### config.mk
export PLATFORM = sky130hd
export DESIGN_NAME = pli_div_cell
export DESIGN_NICKNAME = d
export VERILOG_FILES = /design/src/design/pli_pkg.sv /design/src/design/pli_div_cell.sv
export SDC_FILE = /design/constraint.sdc
export NUM_CORES = 1
export LEC_CHECK = 0
export ABC_AREA = 1
export BUFFER_PORTS_ARGS = -buffer_cell sky130_fd_sc_hd__buf_2
export CELL_PAD_IN_SITES_DETAIL_PLACEMENT = 1
export CELL_PAD_IN_SITES_GLOBAL_PLACEMENT = 2
export CORE_MARGIN = 2
export CORE_UTILIZATION = 25
export CTS_CLUSTER_SIZE = 30
export DETAILED_ROUTE_END_ITERATION = 8
export PLACE_DENSITY_LB_ADDON = 0.1
export SLEW_MARGIN = 20
export SYNTH_ARGS = -nofsm -noshare
export SYNTH_HDL_FRONTEND = slang
export SYNTH_SLANG_ARGS = --single-unit
### constraint.sdc
create_clock -name clk_i -period 0.8 [get_ports clk_i]
set_input_delay 0.04 -clock clk_i [delete_from_list [all_inputs] [get_ports clk_i]]
set_output_delay 0.04 -clock clk_i [all_outputs]
set_load 0.05 [all_outputs]
### src/design/pli_pkg.sv
// Shared types and constants for the piecewise linear interpolator.
`default_nettype none

package pli_pkg;

  localparam int MAX_POINTS_DEF = 256;
  localparam int VALUE_BITS     = 32;
  localparam int COUNT_BITS     = 9;
  localparam int SEG_BITS       = 8;
  localparam int PROD_BITS      = 2 * VALUE_BITS;
  localparam int DIV_STEPS      = 2;
  localparam int DIV_CELLS      = PROD_BITS / DIV_STEPS;

  localparam logic [VALUE_BITS-1:0] VAL_MAX = {1'b0, {(VALUE_BITS-1){1'b1}}};
  localparam logic [VALUE_BITS-1:0] VAL_MIN = {1'b1, {(VALUE_BITS-1){1'b0}}};

  typedef enum logic {
    OP_LOAD  = 1'b0,
    OP_QUERY = 1'b1
  } opcode_e;

  typedef enum logic [3:0] {
    ST_IDLE,
    ST_LOW,
    ST_HIGH,
    ST_ADDR,
    ST_CMP,
    ST_RDA,
    ST_RDB,
    ST_DIFF,
    ST_MUL,
    ST_LAUNCH,
    ST_DIV,
    ST_SUM,
    ST_DONE
  } state_e;

  typedef struct packed {
    logic signed [VALUE_BITS-1:0] position;
    logic signed [VALUE_BITS-1:0] level;
  } entry_t;

  typedef struct packed {
    logic [VALUE_BITS-1:0] rem;
    logic [PROD_BITS-1:0]  word;
    logic [VALUE_BITS-1:0] divisor;
  } div_t;

endpackage

`default_nettype wire

### src/design/pli_div_cell.sv
// Divider cell: restoring division steps on a quotient word, registered to the next cell.
`default_nettype none

module pli_div_cell (
  input  wire logic          clk_i,
  input  wire logic          rst_ni,
  input  wire logic          valid_i,
  input  wire pli_pkg::div_t data_i,
  output logic               valid_o,
  output pli_pkg::div_t      data_o
);

  localparam int VB = pli_pkg::VALUE_BITS;
  localparam int PB = pli_pkg::PROD_BITS;

  logic          valid_q;
  pli_pkg::div_t data_q;
  pli_pkg::div_t data_d;

  always_comb begin
    logic [VB-1:0] r;
    logic [PB-1:0] w;
    logic [VB:0]   t;
    r = data_i.rem;
    w = data_i.word;
    for (int k = 0; k < pli_pkg::DIV_STEPS; k++) begin
      t = {r, w[PB-1]};
      w = {w[PB-2:0], 1'b0};
      if (t >= {1'b0, data_i.divisor}) begin
        t    = t - {1'b0, data_i.divisor};
        w[0] = 1'b1;
      end
      r = t[VB-1:0];
    end
    data_d.rem     = r;
    data_d.word    = w;
    data_d.divisor = data_i.divisor;
  end

  always_ff @(posedge clk_i or negedge rst_ni) begin
    if (!rst_ni) begin
      valid_q <= 1'b0;
    end else begin
      valid_q <= valid_i;
    end
  end

  always_ff @(posedge clk_i) begin
    data_q <= data_d;
  end

  assign valid_o = valid_q;
  assign data_o  = data_q;

endmodule

`default_nettype wire

After elaboration in Yosys (flattened, before gate mapping)

Index checks and enable logic that the tools add are counted.

Input bits: 131
Flip-flop bits (word level): 129
Output and inout bits: 129
Logic and storage cells: 12

$lt $le $gt $ge: 2
$add $sub $neg: 2
Mux-type cells: 4

Operators by type and width:

| kind           | number |
|---|---|
| $ge 33x32->1   | 2 |
| $mux 32        | 2 |
| $sub 32x32->32 | 2 |
| $mux 1         | 2 |

Longest topological paths before layout

Gate-level depths: netlist of the first run.

Depth in word-level cells: 4
Depth in mapped cells: 31
Gate-level depth less buffers: 29

Worst setup path after synthesis of the first run

No wires, ideal clock.

Path kind: input -> register
From: input port data_i[7] in the netlist's numbering
To: register data_q (netlist bit data_o[123])
Data arrival time: 3.164 ns
Setup time: 0.058 ns
Required time: 0.742 ns
Path slack: -2.422 ns
Stages on the path: 26
Buffers on the path: 3
Path through: inv_1 ha_1 nand2_2 inv_1 a21oi_2 nand2_1 nand2_1 nand2_1 nand2_1 nand4_2 buf_6 buf_6 o21ai_1 ha_1 a21oi_1 nand2_1 nand3_1 nand2_1 nand2_1 nand2_1 nand4_1 nand2_1 nand2_1 buf_2 nand3_2 nand2_1

RTL lines:

| what                 | RTL line           | source |
|---|---|---|
| start, declared      | pli_div_cell.sv:8  | `input wire pli_pkg::div_t data_i,` |
| end signal, assigned | pli_div_cell.sv:49 | `data_q <= data_d;` |
| end, declared        | pli_div_cell.sv:17 | `pli_pkg::div_t data_q;` |

==> results of run 1 <==
[final timing paths]
kind,startpoint,endpoint,slack (ns),cells after the start
setup / recovery,data_i[99],data_o[111]$_DFF_P_,-2.50,27
hold / removal,data_i[74],data_o[76]$_DFF_P_,0.25,2
max in group asynchronous,rst_ni,valid_o$_DFF_PN0_,0.26,3
min in group asynchronous,rst_ni,valid_o$_DFF_PN0_,0.44,3
[timing repair]
item	in CTS	in global routing
setup buffers	40	25
pin swaps	26	73
gates resized for setup	633	196
setup endpoints to repair	163	163
hold endpoints to repair	97	0
hold buffers	98	0
cloned	8	3
[metal layers]
layer	vias to the layer above	track usage, %
met5	-	0
met4	0	8.00
met3	57	3.34
met2	271	48.8
met1	5257	32.4
li1	5253	-
[through the flow]
stage	hold slack, ns	TNS (ns)	cells
finish	0.248	-100.69	2384
global route	0.240	-108.62	2384
CTS	0.206	-97.73	2355
detailed placement	-0.184	-100.11	2177
global placement	-0.186	-98.44	2177
floorplan	-0.256	-72.80	1148
[report_power, final]
| part | switching, uW | total [uW] | internal (uW) |
|---|---|---|---|
| logic | 13200 | 24700 | 11500 |
| registers | 803 | 8580 | 7780 |
| clock network | 3210 | 7990 | 4780 |
[cell families (layout without fill, tap and decap cells)]
logic type               after synthesis  count (layout)  synth area share (%)
buffers and inverters                174             965                  9.05
AND/OR/NAND/NOR                      596             596                  33.9
other                                  0               3                     0
flip-flops                           129             129                  31.6
AO/OA/AOI/OAI                        142             142                  10.8
XOR/XNOR                              41              41                  4.39
adder cells (fa/ha/maj)               66              66                  10.3
[flip-flops by register name, indices dropped and copies added (netlist names)]
| register | count |
|---|---|
| data_o | 128 |
| valid_o | 1 |
[area by class of cell]
cell class                 count  area (sq um)  area share, %
antenna                        3          7.51         0.0409
tap                          442           553           3.01
multi-input combinational    845          6690           36.5
inverter                     156           631           3.44
clock inverter                11           129          0.702
timing repair buffer         777          7120           38.8
sequential                   129          2750           15.0
clock buffer                  21           460           2.51
[cell usage in the layout, fill, tap and decap left out, types with 7 or more instances in the layout]
| master | synthesis | layout |
|---|---|---|
| inv_1 | 150 | 111 |
| inv_2 | 6 | 29 |
| buf_4 | 2 | 394 |
| nand3_2 | 32 | 42 |
| inv_4 | 0 | 13 |
| o21ai_1 | 3 | 7 |
| clkbuf_16 | 0 | 20 |
| buf_6 | 10 | 10 |
| o21bai_1 | 10 | 9 |
| dfxtp_2 | 0 | 126 |
| xor2_1 | 24 | 23 |
| a21oi_4 | 0 | 28 |
| nor2_4 | 4 | 15 |
| xnor2_1 | 17 | 12 |
| nand3_1 | 44 | 32 |
| nor2_2 | 11 | 23 |
| nand2_4 | 0 | 21 |
| nand4_1 | 26 | 26 |
| ha_4 | 0 | 59 |
| nand2_2 | 13 | 115 |
| dlygate4sd3_1 | 0 | 98 |
| buf_2 | 4 | 124 |
| nand3b_1 | 9 | 9 |
| a21oi_1 | 61 | 38 |
| nor2_1 | 92 | 69 |
| a21oi_2 | 22 | 17 |
| o21ai_0 | 25 | 15 |
| buf_8 | 0 | 128 |
| buf_12 | 0 | 14 |
| nand2_1 | 343 | 218 |
==> results.yml, run 1 <==
place:
  gp_congestion: 0.864
  post-place-ws_ns: -3.08
  placed_cell_area_sq_mm: 0.0134
  port_buffers: 259
  dp_hpwl_um: 33200
route:
  wire_per_inst_um: 20.0
  dr_total_vias: 10800
  drcViolationCount: 0
  dr.max_layer_used: "met4"
  m1WireLength_um: 20200
  drt_pass1_iterations: 4
  route.antenna.remaining_nets: 0
  met2_length_um: 24600
  routed_wirelength_um: 47800
  wl_met3_um: 1800
  via_per_inst: 4.55
  drt_iter0_drc: 369
finish:
  final_area_sq_mm: 0.0183
  area_growth_pct: 124
  final_util_pct: 56.7
  fillers: 3762
  drive_gt1_share_pct: 64.0
  fin_nets: 2123
yosys:
  netlist_top_cells_count: "343 x nand2_1, 150 x inv_1, 128 x dfxtp_1"
  ys_ff_latch: 129
  yosysMostFrequentCell: "nand2_1"
  synth_ff_type: "dfxtp_1"
  async_flop_share_pct: 0.775
  synth.area.top_cells: "dfxtp_1 31%, nand2_1 16%, ha_1 9.8%"
  synth_warnings: 0
  yosysTopAreaCell: "dfxtp_1"
  synthCells: 1148
  syn_nets: 1345
  synthesis.area_sq_mm: 0.00818
  yosysSeqAreaShare_pct: 31.6
  netlist.area_leader.share_pct: 31.3
  synth_edf_count: 0
  synth_cell_types: 46
  syn_avg_cell_area_sq_um: 7.13
worst_setup_path:
  cpLargestDelayFamily: "simple AND/OR/NAND/NOR gates"
  crit_slowest_cell: "ha_4"
  slowest_delay_ns: 0.32
  path_buf_inv: 9
  crit_arrival_ns: 3.61
  required_ns: 1.11
  critPathMaxFanout: 8
  end_kind: "register"
  path_common_cell: "nand2_2"
  crit_type: "in2reg"
  startpoint_type: "primary input"
timing:
  finalSetupViolCount: 163
  fin_crit_sh_pct: 413
  slew_viol_final: 0
  rsz0062_at_grt: "true"
  timing.fmax_mhz: 303
  period_needed_ns: 3.30
  slew_headroom_pct: 66.2
  final.setup.worst_slack_ns: -2.50
  hold_viol_final: 0
  tightest_slew_ns: 0.502
floorplanning:
  dieWidth_um: 185
  dieArea_sq_mm: 0.0342
  dieHeight_um: 185
  ios: 260
  start_util_pct: 25.3
  rows: 66
  core_sq_mm: 0.0324
cts:
  clockBufferDepth: 2
  cts_tree: "done"
  cts.sinks: 129
  clk_pin_slew_worst_paths_ns: 0.06
  htree_levels: 4
  cts_root_buffer: "clkbuf_16"
  cts_buffers: 17
run_status:
  status: "complete, but fails checks"
  violations: "setup timing"
global_routing:
  grt_pass1_wl_um: 68000
  antenna_found_initial: 3
  grt_pass1_vias: 11800
  grt_start_max_net_pins: 21
  grt_usage_pct: 26.6
  gr-total-overflow: 0
min_path:
  hold_path_class: "in2reg"
power_and_ir_drop:
  total_power_uw: 41300
  p_per_area_mw_per_mm2: 2250
  p_leak_uw: 0.00875
  peakVddDrop_v: 0.00159
run:
  cap_violations: 0
Power figures use the tool's default switching activity.
==> inputs of run 2 (changes only) <==
- CTS_CLUSTER_SIZE: 30 -> 10
- REMOVE_ABC_BUFFERS: default -> 1
- TNS_END_PERCENT: default -> 30
==> results.yml, run 2 (same netlist as run 1, synthesis figures left out) <==
timing:
  hold_viol_final: 0
  rsz0062_at_grt: "true"
  timing.fmax_mhz: 311
  final.setup.worst_slack_ns: -2.42
  period_needed_ns: 3.22
  tightest_slew_ns: 0.505
  slew_headroom_pct: 66.0
  finalSetupViolCount: 163
  hold_slack_ns: 0.148
  fin_crit_sh_pct: 402
  slew_viol_final: 0
floorplanning:
  core_sq_mm: 0.0324
  dieWidth_um: 185
  dieArea_sq_mm: 0.0342
  rows: 66
  start_util_pct: 25.3
  ios: 260
  dieHeight_um: 185
finish:
  multi_input_area_sq_mm: 0.00702
  fin_nets: 2190
  drive_gt1_share_pct: 63.4
  final_area_sq_mm: 0.0185
  largest_register_ff_count: 128
  seq_area_sq_mm: 0.00266
  final_util_pct: 57.2
  area_growth_pct: 126
  fillers: 3770
  mostFrequentLayoutCell: "buf_4"
  layout_common_cells: "455 x buf_4, 219 x nand2_1, 173 x buf_2"
worst_setup_path:
  cp-startpoint: "data_i[6]"
  slowest_delay_ns: 0.30
  startpoint_type: "primary input"
  required_ns: 1.12
  cpLargestDelayFamily: "simple AND/OR/NAND/NOR gates"
  crit_type: "in2reg"
  path_common_cell: "nand2_2"
  crit_slowest_cell: "ha_4"
  crit_arrival_ns: 3.54
  path_buf_inv: 6
  critPathMaxFanout: 7
  end_kind: "register"
cts:
  cts_tree: "done"
  clk_pin_slew_worst_paths_ns: 0.06
  htree_levels: 4
  cts_buffers: 17
  clockBufferDepth: 2
  cts_root_buffer: "clkbuf_16"
  cts.sinks: 129
min_path:
  hp-start: "data_i[94]"
  hold_path_class: "in2reg"
route:
  via_per_inst: 4.53
  drt_iter0_drc: 343
  routed_wirelength_um: 49200
  drcViolationCount: 0
  wire_per_inst_um: 20.1
  route.antenna.remaining_nets: 0
  drt_pass1_iterations: 4
  dr_total_vias: 11100
place:
  port_buffers: 259
  gp_congestion: 0.904
  placed_cell_area_sq_mm: 0.0128
  post-place-ws_ns: -3.29
  dp_hpwl_um: 32400
global_routing:
  antenna_found_initial: 1
  grt_pass1_wl_um: 62400
  grt_pass1_vias: 11400
  grt_usage_pct: 24.2
  gr-total-overflow: 0
  grt_start_max_net_pins: 19
run_status:
  violations: "setup timing"
  status: "complete, but fails checks"
power_and_ir_drop:
  p_leak_uw: 0.00899
  peakVddDrop_v: 0.00140
  p_per_area_mw_per_mm2: 2230
run:
  cap_violations: 0
run 2: metal layers:
metal  track usage [%]  vias up  routed length [um]
li1                  -     5388                   -
met1              28.9     5361               19700
met2              45.2      273               26100
met3              2.87       74                2010
met4              7.24        0                1420
met5                 0        -                   0
run 2: path summary, 6_finish.rpt:
kind	end	cells after the start	slack, ns
setup / recovery	data_o[124]$_DFF_P_	28	-2.42
max in group asynchronous	valid_o$_DFF_PN0_	3	0.18
hold / removal	data_o[96]$_DFF_P_	4	0.15
min in group asynchronous	valid_o$_DFF_PN0_	3	0.50
run 2: repair_timing:
item / in CTS / in global routing
cloned: 3 / 7
endpoints found under the hold margin: 96 / 0
hold buffers: 97 / 0
gates resized for setup: 311 / 532
endpoints found under the setup margin: 163 / 163
pin swaps: 18 / 124
buffers inserted: 35 / 74
run 2: layout make-up:
type,instances,area share (%)
inverter,156,3.53
clock inverter,12,0.859
multi-input combinational,845,37.9
sequential,129,14.4
timing repair buffer,844,37.9
tap,442,2.99
clock buffer,20,2.41
antenna,1,0.0135
run 2: power breakdown:
part           internal, uW  switching (uW)
registers              7650             540
clock network          5000            3130
logic                 11200           13800
total                 23900           17500
run 2: per-stage QoR:
step / setup TNS, ns / total power (uW) / std cells
2_1_floorplan: -151.11 / 17500 / 1130
3_3_place_gp: -106.13 / 25200 / 2207
3_5_place_dp: -108.27 / 25400 / 2207
4_1_cts: -106.81 / 36800 / 2374
5_1_grt: -112.32 / 43100 / 2449
6_report: -103.11 / 41300 / 2449
==> inputs of run 3 (changes only) <==
- BUFFER_PORTS_ARGS: -buffer_cell sky130_fd_sc_hd__buf_2 -> -buffer_cell sky130_fd_sc_hd__buf_4
==> results.yml, run 3 (same netlist as run 1, synthesis figures left out) <==
worst_setup_path:
  crit_type: "in2reg"
  startpoint_type: "primary input"
  crit_arrival_ns: 3.65
  path_common_cell: "nand2_1"
  required_ns: 1.10
  end_kind: "register"
  crit_slowest_cell: "ha_4"
  endpoint: "data_o[100]$_DFF_P_"
  critPathMaxFanout: 6
  slowest_delay_ns: 0.28
  cp-startpoint: "data_i[27]"
cts:
  cts_buffers: 17
  clockBufferDepth: 2
  clk_pin_slew_worst_paths_ns: 0.06
  cts_root_buffer: "clkbuf_16"
  cts_tree: "done"
  htree_levels: 4
  cts.sinks: 129
floorplanning:
  rows: 66
  core_sq_mm: 0.0324
  dieArea_sq_mm: 0.0342
  dieWidth_um: 185
  dieHeight_um: 185
  ios: 260
  start_util_pct: 25.3
finish:
  final_area_sq_mm: 0.0188
  fin_nets: 2164
  layout_common_cells: "554 x buf_4, 257 x nand2_1, 126 x dfxtp_2"
  largest_register_ff_count: 128
  multi_input_area_sq_mm: 0.00660
  area_growth_pct: 130
  mostFrequentLayoutCell: "buf_4"
  fillers: 3711
  seq_area_sq_mm: 0.00275
  drive_gt1_share_pct: 63.0
  diodes: 0
route:
  drt_iter0_drc: 360
  wire_per_inst_um: 20.1
  via_per_inst: 4.53
  routed_wirelength_um: 48600
  drt_pass1_iterations: 4
  drcViolationCount: 0
  dr_total_vias: 11000
  route.antenna.remaining_nets: 0
timing:
  period_needed_ns: 3.34
  slew_viol_final: 0
  final.setup.worst_slack_ns: -2.54
  timing.fmax_mhz: 299
  hold_viol_final: 0
  tightest_slew_ns: 0.384
  finalSetupViolCount: 163
  slew_headroom_pct: 74.2
  fin_crit_sh_pct: 418
  tns_ns: -101.26
  rsz0062_at_grt: "true"
run:
  cap_violations: 0
place:
  placed_cell_area_sq_mm: 0.0135
  port_buffers: 259
  gp_congestion: 0.913
  post-place-ws_ns: -3.22
  dp_hpwl_um: 33200
run_status:
  status: "complete, but fails checks"
  violations: "setup timing"
power_and_ir_drop:
  switchingPower_uw: 17300
  netSwitchingFraction_pct: 41.7
  p_per_area_mw_per_mm2: 2210
  p_comb_share_pct: 59.7
  pwr-share-clk_pct: 19.6
  peakVddDrop_v: 0.00163
  total_power_uw: 41500
  seqPwrFrac_pct: 20.7
  p_leak_uw: 0.00902
  power.internal_uw: 24200
global_routing:
  grt_pass1_wl_um: 64300
  grt_start_max_net_pins: 25
  grt_usage_pct: 25.0
  grt_pass1_vias: 11300
  gr-total-overflow: 0
  antenna_found_initial: 0
min_path:
  hp-start: "data_i[94]"
  hold_path_class: "in2reg"
==> run 3: cell count changes in the layout (fill, tap and decap cells not counted), sizes merged <==
cell	delta
buf	-26
clkinvlp	+6
clkbuf	-2
clkinv	-2
inv	-2
bufbuf	+1
bufinv	-1
diode	-1
==> run 3: what timing repair did <==
item | in CTS | in global routing
hold buffers | 96 | 1
resized for setup | 224 | 549
pin swaps | 2 | 96
gates cloned | 5 | 6
hold endpoints to repair | 96 | 1
buffers inserted | 18 | 57
setup endpoints to repair | 163 | 163
==> run 3: power groups by stage <==
stage / sequential [uW] / combinational, uW / clock, uW
CTS: 8200 / 20900 / 8100
global placement: 8030 / 18100 / 0
detailed placement: 8040 / 18300 / 0
finish: 8600 / 24800 / 8120
floorplan: 11700 / 5810 / 0
global route: 8700 / 26100 / 8550
==> run 3: routing by layer <==
metal  track usage (%)  share of wire [%]  up-vias
met4              9.24                3.2        0
met1              30.7                 42     5290
met5                 0                  0        -
li1                  -                  -     5337
met2              44.9                 51      278
met3              2.63                3.8       65
==> run 3: layout make-up <==
type                            count  share of cell area, %
Multi-Input combinational cell    845                   35.1
Timing Repair Buffer              818                   40.8
Sequential cell                   129                   14.6
Clock inverter                     13                  0.805
Tap cell                          442                   2.94
Clock buffer                       19                   2.41
Inverter                          156                   3.32
==> run 3: worst min-delay path by stage <==
stage	endpoint	slack, ns	cells after the start
after floorplan	valid_o$_DFF_PN0_	-0.26	0
after global placement	valid_o$_DFF_PN0_	-0.18	1
after detailed placement	valid_o$_DFF_PN0_	-0.18	1
after CTS	data_o[27]$_DFF_P_	-0.30	1
after global routing	data_o[96]$_DFF_P_	0.07	4
final	data_o[96]$_DFF_P_	0.09	4
==> run 3: per-stage QoR <==
step | cells | utilization [%] | hold slack [ns]
final | 2422 | 58.1 | 0.0900
after global routing | 2422 | 58.1 | 0.0657
after CTS | 2361 | 50.3 | -0.297
after detailed placement | 2210 | 41.6 | -0.183
after global placement | 2210 | 41.6 | -0.185
after floorplan | 1130 | - | -0.256
==> run 3: worst max-delay path, delay by kind of cell <==
kind	cells	cell delay [ns]
and+or+nand+nor	18	1.80
buffers and inverters	7	0.94
adders and majority gates	2	0.54
AOI/OAI and AO/OA	2	0.30
